**src/hdl/bmf_pkg.sv**
```systemverilog
// ----------------------------------------------------------------------------
// bmf_pkg
// Types and constants of the box mean filter.
// ----------------------------------------------------------------------------
`default_nettype none
package bmf_pkg;

    localparam int CFG_IDX_W  = 3;
    localparam int CFG_DATA_W = 12;

    localparam logic [CFG_IDX_W-1:0] REG_IMAGE_WIDTH  = 3'd0;
    localparam logic [CFG_IDX_W-1:0] REG_IMAGE_HEIGHT = 3'd1;
    localparam logic [CFG_IDX_W-1:0] REG_CHANNELS     = 3'd2;
    localparam logic [CFG_IDX_W-1:0] REG_WINDOW_SIZE  = 3'd3;

    localparam int DIV_STEPS = 8;

    typedef enum logic [2:0] {
        ST_IDLE,
        ST_READ,
        ST_FLUSH,
        ST_LOAD,
        ST_DIV,
        ST_DONE
    } bmf_state_t;

    typedef struct packed {
        logic wr_en;
        logic rd_en;
        logic acc_clr;
        logic div_load;
        logic div_step;
        logic out_load;
        logic last;
    } bmf_cmd_t;

    typedef struct packed {
        logic slot_free;
    } bmf_status_t;

endpackage
`default_nettype wire

```
**src/hdl/bmf_if.sv**
```systemverilog
// ----------------------------------------------------------------------------
// bmf_if
// Valid/ready channels of the box mean filter.
// ----------------------------------------------------------------------------
`default_nettype none
interface bmf_in_if;
    logic       valid;
    logic       ready;
    logic [7:0] sample;
    logic       drain;
    modport source (output valid, sample, drain, input ready);
    modport sink   (input valid, sample, drain, output ready);
endinterface


interface bmf_cfg_if;
    logic        valid;
    logic        ready;
    logic [2:0]  index;
    logic [11:0] data;
    modport source (output valid, index, data, input ready);
    modport sink   (input valid, index, data, output ready);
endinterface
`default_nettype wire

```
**src/hdl/bmf_controller.sv**
```systemverilog
// ----------------------------------------------------------------------------
// bmf_controller
// Registers, raster counters and the sequencer of the window reads.
// ----------------------------------------------------------------------------
`default_nettype none
module bmf_controller
    import bmf_pkg::*;
#(
    parameter int MAX_WIDTH    = 1024,
    parameter int MAX_CHANNELS = 4,
    parameter int MAX_WINDOW   = 7,
    localparam int DEPTH  = MAX_WIDTH * MAX_CHANNELS * MAX_WINDOW,
    localparam int ADDR_W = $clog2(DEPTH),
    localparam int NW_W   = $clog2(MAX_WINDOW * MAX_WINDOW + 1)
)
(
    input  wire logic              clk,
    input  wire logic              rst_n,
    bmf_in_if.sink                 samples,
    bmf_cfg_if.sink                cfg,
    output bmf_cmd_t               cmd,
    input  wire bmf_status_t       status,
    output logic [ADDR_W-1:0]      wr_addr,
    output logic [ADDR_W-1:0]      rd_addr,
    output logic [NW_W-1:0]        nwin
);

    localparam int WE_W  = $clog2(MAX_WIDTH + 1);
    localparam int COL_W = (MAX_WIDTH > 1) ? $clog2(MAX_WIDTH) : 1;
    localparam int CH_W  = (MAX_CHANNELS > 1) ? $clog2(MAX_CHANNELS) : 1;
    localparam int RM_W  = (MAX_WINDOW > 1) ? $clog2(MAX_WINDOW) : 1;
    localparam int SW    = $clog2(MAX_WINDOW + 1);
    localparam int CNT_W = 12 + WE_W + 3;

    bmf_state_t        state_reg, state_next;

    logic [10:0]       w_reg;
    logic [11:0]       h_reg;
    logic [2:0]        c_reg;
    logic [2:0]        s_reg;
    logic [23:0]       hw_reg;
    logic [WE_W+SW:0]  lagw_reg;
    logic [CNT_W-1:0]  total_reg;
    logic [CNT_W-1:0]  lag_reg;
    logic [1:0]        settle_reg;

    logic [CH_W-1:0]   in_chan_reg, out_chan_reg, ch_reg;
    logic [COL_W-1:0]  in_col_reg, out_col_reg, base_col_reg, cur_col_reg;
    logic [RM_W-1:0]   in_rowm_reg, out_rowm_reg, cur_rowm_reg;
    logic [11:0]       out_row_reg;
    logic [CNT_W-1:0]  in_cnt_reg, out_cnt_reg;
    logic              in_done_reg;
    logic [SW-1:0]     dim_reg, i_reg, j_reg;
    logic [NW_W-1:0]   nwin_reg;
    logic              last_reg;
    logic [2:0]        k_reg;

    logic [WE_W-1:0]   w_eff;
    logic [11:0]       h_eff;
    logic [2:0]        c_eff;
    logic [SW-1:0]     s_eff, lh, rh;
    logic              in_fire, wr_item, emit_go, in_win, is_last;
    logic [CNT_W-1:0]  in_cnt_inc, out_cnt_inc;
    logic [RM_W-1:0]   base_rowm;
    logic [COL_W-1:0]  base_col;

    always_comb
    begin
        if (w_reg == 11'd0)
            w_eff = WE_W'(1);
        else if (32'(w_reg) > MAX_WIDTH)
            w_eff = WE_W'(MAX_WIDTH);
        else
            w_eff = WE_W'(w_reg);
        h_eff = (h_reg == 12'd0) ? 12'd1 : h_reg;
        if (c_reg == 3'd0)
            c_eff = 3'd1;
        else if (32'(c_reg) > MAX_CHANNELS)
            c_eff = 3'(MAX_CHANNELS);
        else
            c_eff = c_reg;
        if (s_reg == 3'd0)
            s_eff = SW'(1);
        else if (32'(s_reg) > MAX_WINDOW)
            s_eff = SW'(MAX_WINDOW);
        else
            s_eff = SW'(s_reg);
        lh = s_eff >> 1;
        rh = s_eff - lh - SW'(1);
    end

    // image size and output lag, two multiply stages
    always_ff @(posedge clk)
    begin
        hw_reg    <= 24'(h_eff) * 24'(w_eff);
        lagw_reg  <= (WE_W+SW+1)'(rh) * ((WE_W+SW+1)'(w_eff) + (WE_W+SW+1)'(1));
        total_reg <= CNT_W'(hw_reg) * CNT_W'(c_eff);
        lag_reg   <= CNT_W'(lagw_reg) * CNT_W'(c_eff);
    end

    // hold samples off until size and lag have passed both multiply stages
    always_ff @(posedge clk or negedge rst_n)
    begin
        if (!rst_n)
        begin
            settle_reg <= 2'd2;
        end
        else if (cfg.valid)
        begin
            settle_reg <= 2'd2;
        end
        else if (settle_reg != 2'd0)
        begin
            settle_reg <= settle_reg - 2'd1;
        end
    end

    always_ff @(posedge clk or negedge rst_n)
    begin
        if (!rst_n)
        begin
            w_reg <= 11'd640;
            h_reg <= 12'd480;
            c_reg <= 3'd1;
            s_reg <= 3'd3;
        end
        else if (cfg.valid)
        begin
            unique case (cfg.index)
                REG_IMAGE_WIDTH:  w_reg <= cfg.data[10:0];
                REG_IMAGE_HEIGHT: h_reg <= cfg.data;
                REG_CHANNELS:     c_reg <= cfg.data[2:0];
                REG_WINDOW_SIZE:  s_reg <= cfg.data[2:0];
                default:          ;
            endcase
        end
    end

    assign cfg.ready     = 1'b1;
    assign samples.ready = (state_reg == ST_IDLE) && (settle_reg == 2'd0);

    assign in_fire     = samples.valid && samples.ready;
    assign wr_item     = in_fire && !samples.drain && !in_done_reg;
    assign in_cnt_inc  = in_cnt_reg + CNT_W'(1);
    assign out_cnt_inc = out_cnt_reg + CNT_W'(1);
    assign emit_go     = wr_item ? (in_cnt_inc > lag_reg)
                       : (in_fire && in_done_reg && (out_cnt_reg < total_reg));
    assign is_last     = out_cnt_inc >= total_reg;

    assign in_win = (out_row_reg >= 12'(lh))
                 && ({1'b0, out_row_reg} + 13'(rh) < {1'b0, h_eff})
                 && (32'(out_col_reg) >= 32'(lh))
                 && (32'(out_col_reg) + 32'(rh) < 32'(w_eff));

    always_comb
    begin
        if (!in_win)
            base_rowm = out_rowm_reg;
        else if (32'(out_rowm_reg) >= 32'(lh))
            base_rowm = out_rowm_reg - RM_W'(lh);
        else
            base_rowm = RM_W'(32'(out_rowm_reg) + MAX_WINDOW - 32'(lh));
        base_col = in_win ? (out_col_reg - COL_W'(lh)) : out_col_reg;
    end

    always_ff @(posedge clk or negedge rst_n)
    begin
        if (!rst_n)
        begin
            in_chan_reg  <= '0;
            in_col_reg   <= '0;
            in_rowm_reg  <= '0;
            in_cnt_reg   <= '0;
            in_done_reg  <= 1'b0;
            out_chan_reg <= '0;
            out_col_reg  <= '0;
            out_rowm_reg <= '0;
            out_row_reg  <= '0;
            out_cnt_reg  <= '0;
        end
        else if (cfg.valid && (cfg.index == REG_IMAGE_WIDTH || cfg.index == REG_IMAGE_HEIGHT
                 || cfg.index == REG_CHANNELS || cfg.index == REG_WINDOW_SIZE))
        begin
            in_chan_reg  <= '0;
            in_col_reg   <= '0;
            in_rowm_reg  <= '0;
            in_cnt_reg   <= '0;
            in_done_reg  <= 1'b0;
            out_chan_reg <= '0;
            out_col_reg  <= '0;
            out_rowm_reg <= '0;
            out_row_reg  <= '0;
            out_cnt_reg  <= '0;
        end
        else if (emit_go && is_last)
        begin
            in_chan_reg  <= '0;
            in_col_reg   <= '0;
            in_rowm_reg  <= '0;
            in_cnt_reg   <= '0;
            in_done_reg  <= 1'b0;
            out_chan_reg <= '0;
            out_col_reg  <= '0;
            out_rowm_reg <= '0;
            out_row_reg  <= '0;
            out_cnt_reg  <= '0;
        end
        else
        begin
            if (wr_item)
            begin
                in_cnt_reg <= in_cnt_inc;
                if (in_cnt_inc >= total_reg)
                    in_done_reg <= 1'b1;
                if (3'(in_chan_reg) + 3'd1 >= c_eff)
                begin
                    in_chan_reg <= '0;
                    if (32'(in_col_reg) + 1 >= 32'(w_eff))
                    begin
                        in_col_reg <= '0;
                        if (32'(in_rowm_reg) + 1 >= MAX_WINDOW)
                            in_rowm_reg <= '0;
                        else
                            in_rowm_reg <= in_rowm_reg + RM_W'(1);
                    end
                    else
                        in_col_reg <= in_col_reg + COL_W'(1);
                end
                else
                    in_chan_reg <= in_chan_reg + CH_W'(1);
            end
            if (emit_go)
            begin
                out_cnt_reg <= out_cnt_inc;
                if (3'(out_chan_reg) + 3'd1 >= c_eff)
                begin
                    out_chan_reg <= '0;
                    if (32'(out_col_reg) + 1 >= 32'(w_eff))
                    begin
                        out_col_reg <= '0;
                        out_row_reg <= out_row_reg + 12'd1;
                        if (32'(out_rowm_reg) + 1 >= MAX_WINDOW)
                            out_rowm_reg <= '0;
                        else
                            out_rowm_reg <= out_rowm_reg + RM_W'(1);
                    end
                    else
                        out_col_reg <= out_col_reg + COL_W'(1);
                end
                else
                    out_chan_reg <= out_chan_reg + CH_W'(1);
            end
        end
    end

    // window walk and divider step count
    always_ff @(posedge clk)
    begin
        if (emit_go)
        begin
            ch_reg       <= out_chan_reg;
            base_col_reg <= base_col;
            cur_col_reg  <= base_col;
            cur_rowm_reg <= base_rowm;
            dim_reg      <= in_win ? s_eff : SW'(1);
            nwin_reg     <= in_win ? NW_W'(s_eff * s_eff) : NW_W'(1);
            last_reg     <= is_last;
            i_reg        <= '0;
            j_reg        <= '0;
        end
        else if (state_reg == ST_READ)
        begin
            if (j_reg == dim_reg - SW'(1))
            begin
                j_reg       <= '0;
                i_reg       <= i_reg + SW'(1);
                cur_col_reg <= base_col_reg;
                if (32'(cur_rowm_reg) + 1 >= MAX_WINDOW)
                    cur_rowm_reg <= '0;
                else
                    cur_rowm_reg <= cur_rowm_reg + RM_W'(1);
            end
            else
            begin
                j_reg       <= j_reg + SW'(1);
                cur_col_reg <= cur_col_reg + COL_W'(1);
            end
        end
        if (state_reg == ST_LOAD)
            k_reg <= '0;
        else if (state_reg == ST_DIV)
            k_reg <= k_reg + 3'd1;
    end

    always_ff @(posedge clk or negedge rst_n)
    begin
        if (!rst_n)
            state_reg <= ST_IDLE;
        else
            state_reg <= state_next;
    end

    always_comb
    begin
        state_next = state_reg;
        unique case (state_reg)
            ST_IDLE:  if (emit_go) state_next = ST_READ;
            ST_READ:
                if (j_reg == dim_reg - SW'(1) && i_reg == dim_reg - SW'(1))
                    state_next = ST_FLUSH;
            ST_FLUSH: state_next = ST_LOAD;
            ST_LOAD:  state_next = ST_DIV;
            ST_DIV:   if (k_reg == 3'(DIV_STEPS - 1)) state_next = ST_DONE;
            ST_DONE:  if (status.slot_free) state_next = ST_IDLE;
            default:  state_next = ST_IDLE;
        endcase
    end

    always_comb
    begin
        cmd          = '0;
        cmd.last     = last_reg;
        unique case (state_reg)
            ST_IDLE:
            begin
                cmd.wr_en   = wr_item;
                cmd.acc_clr = emit_go;
            end
            ST_READ:  cmd.rd_en    = 1'b1;
            ST_FLUSH: ;
            ST_LOAD:  cmd.div_load = 1'b1;
            ST_DIV:   cmd.div_step = 1'b1;
            ST_DONE:  cmd.out_load = status.slot_free;
            default:  ;
        endcase
    end

    assign wr_addr = ADDR_W'((32'(in_rowm_reg) * MAX_WIDTH + 32'(in_col_reg)) * MAX_CHANNELS
                             + 32'(in_chan_reg));
    assign rd_addr = ADDR_W'((32'(cur_rowm_reg) * MAX_WIDTH + 32'(cur_col_reg)) * MAX_CHANNELS
                             + 32'(ch_reg));
    assign nwin    = nwin_reg;

endmodule
`default_nettype wire

```
**src/flat_wrapper.sv**
```systemverilog
// flat-port wrapper written by rule: the top's interface ports become plain ports
module bmf_controller_flat import bmf_pkg::*;
#(
    parameter int MAX_WIDTH    = 1024,
    parameter int MAX_CHANNELS = 4,
    parameter int MAX_WINDOW   = 7,
    localparam int DEPTH  = MAX_WIDTH * MAX_CHANNELS * MAX_WINDOW,
    localparam int ADDR_W = $clog2(DEPTH),
    localparam int NW_W   = $clog2(MAX_WINDOW * MAX_WINDOW + 1)
)
  (clk, rst_n, cmd, status, wr_addr, rd_addr, nwin, samples_valid, samples_sample, samples_drain, samples_ready, cfg_valid, cfg_index, cfg_data, cfg_ready);
  bmf_in_if samples_i ();
  bmf_cfg_if cfg_i ();
  input  wire logic clk;
  input  wire logic rst_n;
  output bmf_cmd_t cmd;
  input  wire bmf_status_t status;
  output logic [ADDR_W-1:0] wr_addr;
  output logic [ADDR_W-1:0] rd_addr;
  output logic [NW_W-1:0] nwin;
  input wire logic [$bits(samples_i.valid)-1:0] samples_valid;
  input wire logic [$bits(samples_i.sample)-1:0] samples_sample;
  input wire logic [$bits(samples_i.drain)-1:0] samples_drain;
  output wire logic [$bits(samples_i.ready)-1:0] samples_ready;
  input wire logic [$bits(cfg_i.valid)-1:0] cfg_valid;
  input wire logic [$bits(cfg_i.index)-1:0] cfg_index;
  input wire logic [$bits(cfg_i.data)-1:0] cfg_data;
  output wire logic [$bits(cfg_i.ready)-1:0] cfg_ready;
  assign samples_i.valid = samples_valid;
  assign samples_i.sample = samples_sample;
  assign samples_i.drain = samples_drain;
  assign samples_ready = samples_i.ready;
  assign cfg_i.valid = cfg_valid;
  assign cfg_i.index = cfg_index;
  assign cfg_i.data = cfg_data;
  assign cfg_ready = cfg_i.ready;
  bmf_controller #(.MAX_WIDTH(MAX_WIDTH), .MAX_CHANNELS(MAX_CHANNELS), .MAX_WINDOW(MAX_WINDOW)) u_core (.clk(clk), .rst_n(rst_n), .samples(samples_i), .cfg(cfg_i), .cmd(cmd), .status(status), .wr_addr(wr_addr), .rd_addr(rd_addr), .nwin(nwin));
endmodule
```
**config.mk**
```make
export PLATFORM = sky130hd
export DESIGN_NAME = bmf_controller_flat
export DESIGN_NICKNAME = d
export VERILOG_FILES = /design/src/hdl/bmf_pkg.sv /design/src/hdl/bmf_if.sv /design/src/hdl/bmf_controller.sv /design/src/flat_wrapper.sv
export SDC_FILE = /design/constraint.sdc
export NUM_CORES = 1
export LEC_CHECK = 0
export BUFFER_PORTS_ARGS = -buffer_cell sky130_fd_sc_hd__buf_4
export CORE_MARGIN = 5
export CORE_UTILIZATION = 58
export CTS_CLUSTER_DIAMETER = 40
export DETAILED_ROUTE_END_ITERATION = 16
export GPL_ROUTABILITY_DRIVEN = 1
export PLACE_DENSITY = 0.72
export SLEW_MARGIN = 15
export SYNTH_ARGS = -nofsm -noshare
export SYNTH_HDL_FRONTEND = slang
export SYNTH_SLANG_ARGS = --single-unit
export TNS_END_PERCENT = 30
```
**constraint.sdc**
```tcl
create_clock -name clk -period 8.15 [get_ports clk]
set_clock_uncertainty 0.05 [all_clocks]
set_input_delay 0.815 -clock clk [delete_from_list [all_inputs] [get_ports clk]]
set_output_delay 0.815 -clock clk [all_outputs]
set_load 0.02 [all_outputs]
```
==> flow_metrics.env <==
export IMPL_min_period_over_period_pct=88.2
export IMPL_reg2reg_slack_ns=0.96
export IMPL_crit_end="u_core.hw_reg[21]"
export IMPL_hold_ws_ns=0.191
export IMPL_intPower_uw=4510
export IMPL_place_hpwl_um=45800
export IMPL_postRouteWirelength_um=59300
export IMPL_setup_tns_ns=0
export IMPL_yosysSeqAreaShare_pct=26.1
export IMPL_utilization_pct=65.1
export IMPL_netlist_area_sq_um=23200
export IMPL_r2r_end="u_core.hw_reg[21]"
export IMPL_cts_tree="done"
export IMPL_insertion_delay_ns=0.57
export IMPL_final_setup_worst_slack_ns=0.963
export IMPL_ctsResizeCount=0
export IMPL_worstMarginPinSlew_ns=1.18
export IMPL_die_height_um=210
export IMPL_hold_class="primary input to asynchronous set/reset pin"
export IMPL_synth_main_ff_cell="dfrtp_1"
export IMPL_async_flop_share_pct=51.0
export IMPL_hold_buffers=0
export IMPL_pwr_share_clk_pct=25.8
export IMPL_n_antenna_cell=0
export IMPL_crit_chain="nor2b_1 > nand2_1 > fa_1 > fa_1 > inv_1 > fa_1 > fa_1 > inv_1 > fa_1 > inv_1 > ha_1 > a21oi_1 > nor2_1 > a211oi_1 > o21ai_0 > o31ai_1 > a21boi_0 > o21a_1 > a311o_1 > xor2_1"
export IMPL_rsz0062_at_grt="no"
export IMPL_start_util_pct=58.4
export IMPL_synth_area_leaders="ha_1 16%, dfrtp_1 13%, fa_1 12%, dfxtp_1 7.9%, nand2_1 5.7%"
export IMPL_drt_initial_drc_count=1330
export IMPL_yosys_warnings=0
export IMPL_p_per_area_nw_per_um2=305
export IMPL_syn_instance_count=2656
export IMPL_dieArea_sq_um=44000
export IMPL_period_needed_ns=7.19
export IMPL_cp_num_cells=20
export IMPL_finalMaxSlewViolations=0
export IMPL_synth_top_cell_area_share_pct=16.0
export IMPL_worst_path_max_fanout=17
export IMPL_reg2reg_depth=20
export IMPL_clk_pin_slew_worst_paths_ns=0.06
export IMPL_yosysTopAreaCell="ha_1"
export IMPL_row_count=73
export IMPL_nFillCells=3280
export IMPL_crit_family="adder cells"
export IMPL_finalSetupViolCount=0
export IMPL_drc=0
export IMPL_pre_cts_ws_ns=1.16
export IMPL_first_pass_iters=7
export IMPL_core_area_sq_um=39600
export IMPL_port_buffers=63
export IMPL_max_freq_mhz=139
export IMPL_pwr_share_seq_pct=22.4
export IMPL_cpMostUsedCell="fa_1"
export IMPL_via_count=19036
export IMPL_required_ns=8.55
export IMPL_grt_max_degree=68
export IMPL_power_frac_comb_pct=51.8
export IMPL_p_sw_share_pct=42.6
export IMPL_maxSlewHeadroom_pct=20.3
export IMPL_ys_seq_elements=253
export IMPL_num_nets_final=3172
export IMPL_crit_path_max_incr_delay_ns=0.87
export IMPL_io_pins=74
export IMPL_critPathArrivalTime_ns=7.59
export IMPL_p_sw_uw=3350
export IMPL_crit_buf_inv=3
export IMPL_wire_per_inst_um=18.1
export IMPL_final_cell_mix="353 x nand2_1, 304 x inv_1, 296 x ha_1"
export IMPL_worstSetupStartpoint="u_core.w_reg[10]"
export IMPL_end_kind="flip-flop"
export IMPL_startpoint_type="flip-flop"
export IMPL_peakVddDrop_mv=0.295
export IMPL_routed_via_density=5.83
export IMPL_track_usage_pct=27.5
export IMPL_finalWeightedCongestion=0.932
export IMPL_numClockSinks=253
export IMPL_layout_drive_gt1_share_pct=8.14
export IMPL_final_common_cell="nand2_1"
export IMPL_ant_nets=0
export IMPL_synth_area_per_cell_sq_um=8.72
export IMPL_hold_violations=0
export IMPL_syn2layout_area_growth_pct=11.4
export IMPL_maxCapViolCount=0
export IMPL_cts_root_buf="clkbuf_16"
export IMPL_cts_buffers=45
export IMPL_r2r_start="u_core.w_reg[10]"
export IMPL_grt_pass1_vias=19682
export IMPL_outcome="complete, no violations"
export IMPL_slowest_stage="nor2b_1"
export IMPL_grt_pass1_wl_um=99200
export IMPL_die_x_um=210
export IMPL_synthDistinctLibCells=80
export IMPL_post_cts_setup_buffers=0
export IMPL_htreeDepth=2
export IMPL_critPathKind="flip-flop to flip-flop"
export IMPL_leakagePower_uw=0.0128
export IMPL_cts_buffer_depth=3
export IMPL_grt_remaining_overflow=0
export IMPL_synth_edf_count=33
export IMPL_antenna_found_initial=0
-- cell usage after synthesis, types with 9 or more instances --
library cell	number
edfxtp_1	33
clkinv_1	12
nand4_1	36
xor2_1	77
or3_1	14
a2111oi_0	13
nor2b_1	25
ha_1	296
clkbuf_1	66
a21oi_1	108
xnor2_1	124
dfstp_2	10
a21o_1	33
o211ai_1	13
dfxtp_1	91
a31oi_1	17
nor3_1	42
inv_1	304
and3_1	20
nor2_1	217
nand2_1	353
fa_1	142
o21a_1	22
a211oi_1	14
mux2_2	14
nand3_1	75
o21ai_0	97
or2_2	13
nor4_1	16
dfrtp_1	119
and2_1	32
a22o_1	20
nand2b_1	36
mux2i_1	9
-- power by group through the flow --
stage | Clock [uW] | Sequential (uW) | Combinational (uW)
after floorplan | 0 | 1690 | 3080
after global placement | 0 | 1770 | 3900
after detailed placement | 0 | 1780 | 4030
after CTS | 2060 | 1760 | 4080
after global routing | 2120 | 1790 | 4710
final | 2020 | 1760 | 4070
-- metal layers --
metal | part of all wire (%) | vias to the layer above | wire length, um | global-route usage (%)
met5 | 0 | - | 0 | 0
met1 | 42 | 9227 | 24900 | 35.2
met2 | 48 | 645 | 28200 | 46.4
met3 | 6.9 | 132 | 4060 | 5.53
met4 | 3.6 | 0 | 2140 | 9.86
li1 | - | 9032 | - | -
-- metrics by stage --
step           std cells  power (uW)  cell area, sq um
2_1_floorplan       2659        4770             23200
3_3_place_gp        3183        5680             24100
6_report            3266        7860             25800
4_1_cts             3266        7900             25800
3_5_place_dp        3183        5810             24100
5_1_grt             3266        8620             25800
-- logic make-up after synthesis --
family	after synthesis	share of synthesized area, %
buffers and inverters	405	6.75
other	2	0.0324
adders and majority gates	438	28.3
AOI/OAI and AO/OA	415	11.7
muxes	23	1.07
and+or+nand+nor	919	18.4
xor gates and xnor gates	201	7.60
DFF	253	26.1
-- worst min-delay path by stage --
| stage | startpoint | to | slack, ns | cells past startpoint |
|---|---|---|---|---|
| floorplan | u_core.lagw_reg[0] | u_core.lag_reg[0] | 0.39 | 1 |
| global placement | u_core.i_reg[1] | u_core.i_reg[1] | 0.43 | 2 |
| detailed placement | u_core.lagw_reg[0] | u_core.lag_reg[0] | 0.45 | 1 |
| CTS | rst_n | u_core.w_reg[5] | 0.19 | 1 |
| global route | rst_n | u_core.h_reg[11] | 0.24 | 1 |
| finish | rst_n | u_core.w_reg[3] | 0.19 | 1 |
-- cell type report --
cell class,count,area [sq um],area share (%)
Multi-Input combinational cell,2001,15600,60.5
Sequential cell,253,6050,23.5
Inverter,317,1190,4.61
Clock buffer,50,1190,4.60
Timing Repair Buffer,87,657,2.55
Tap cell,525,657,2.55
Clock inverter,33,452,1.75
Note: power is estimated with default switching activity, not from simulation.
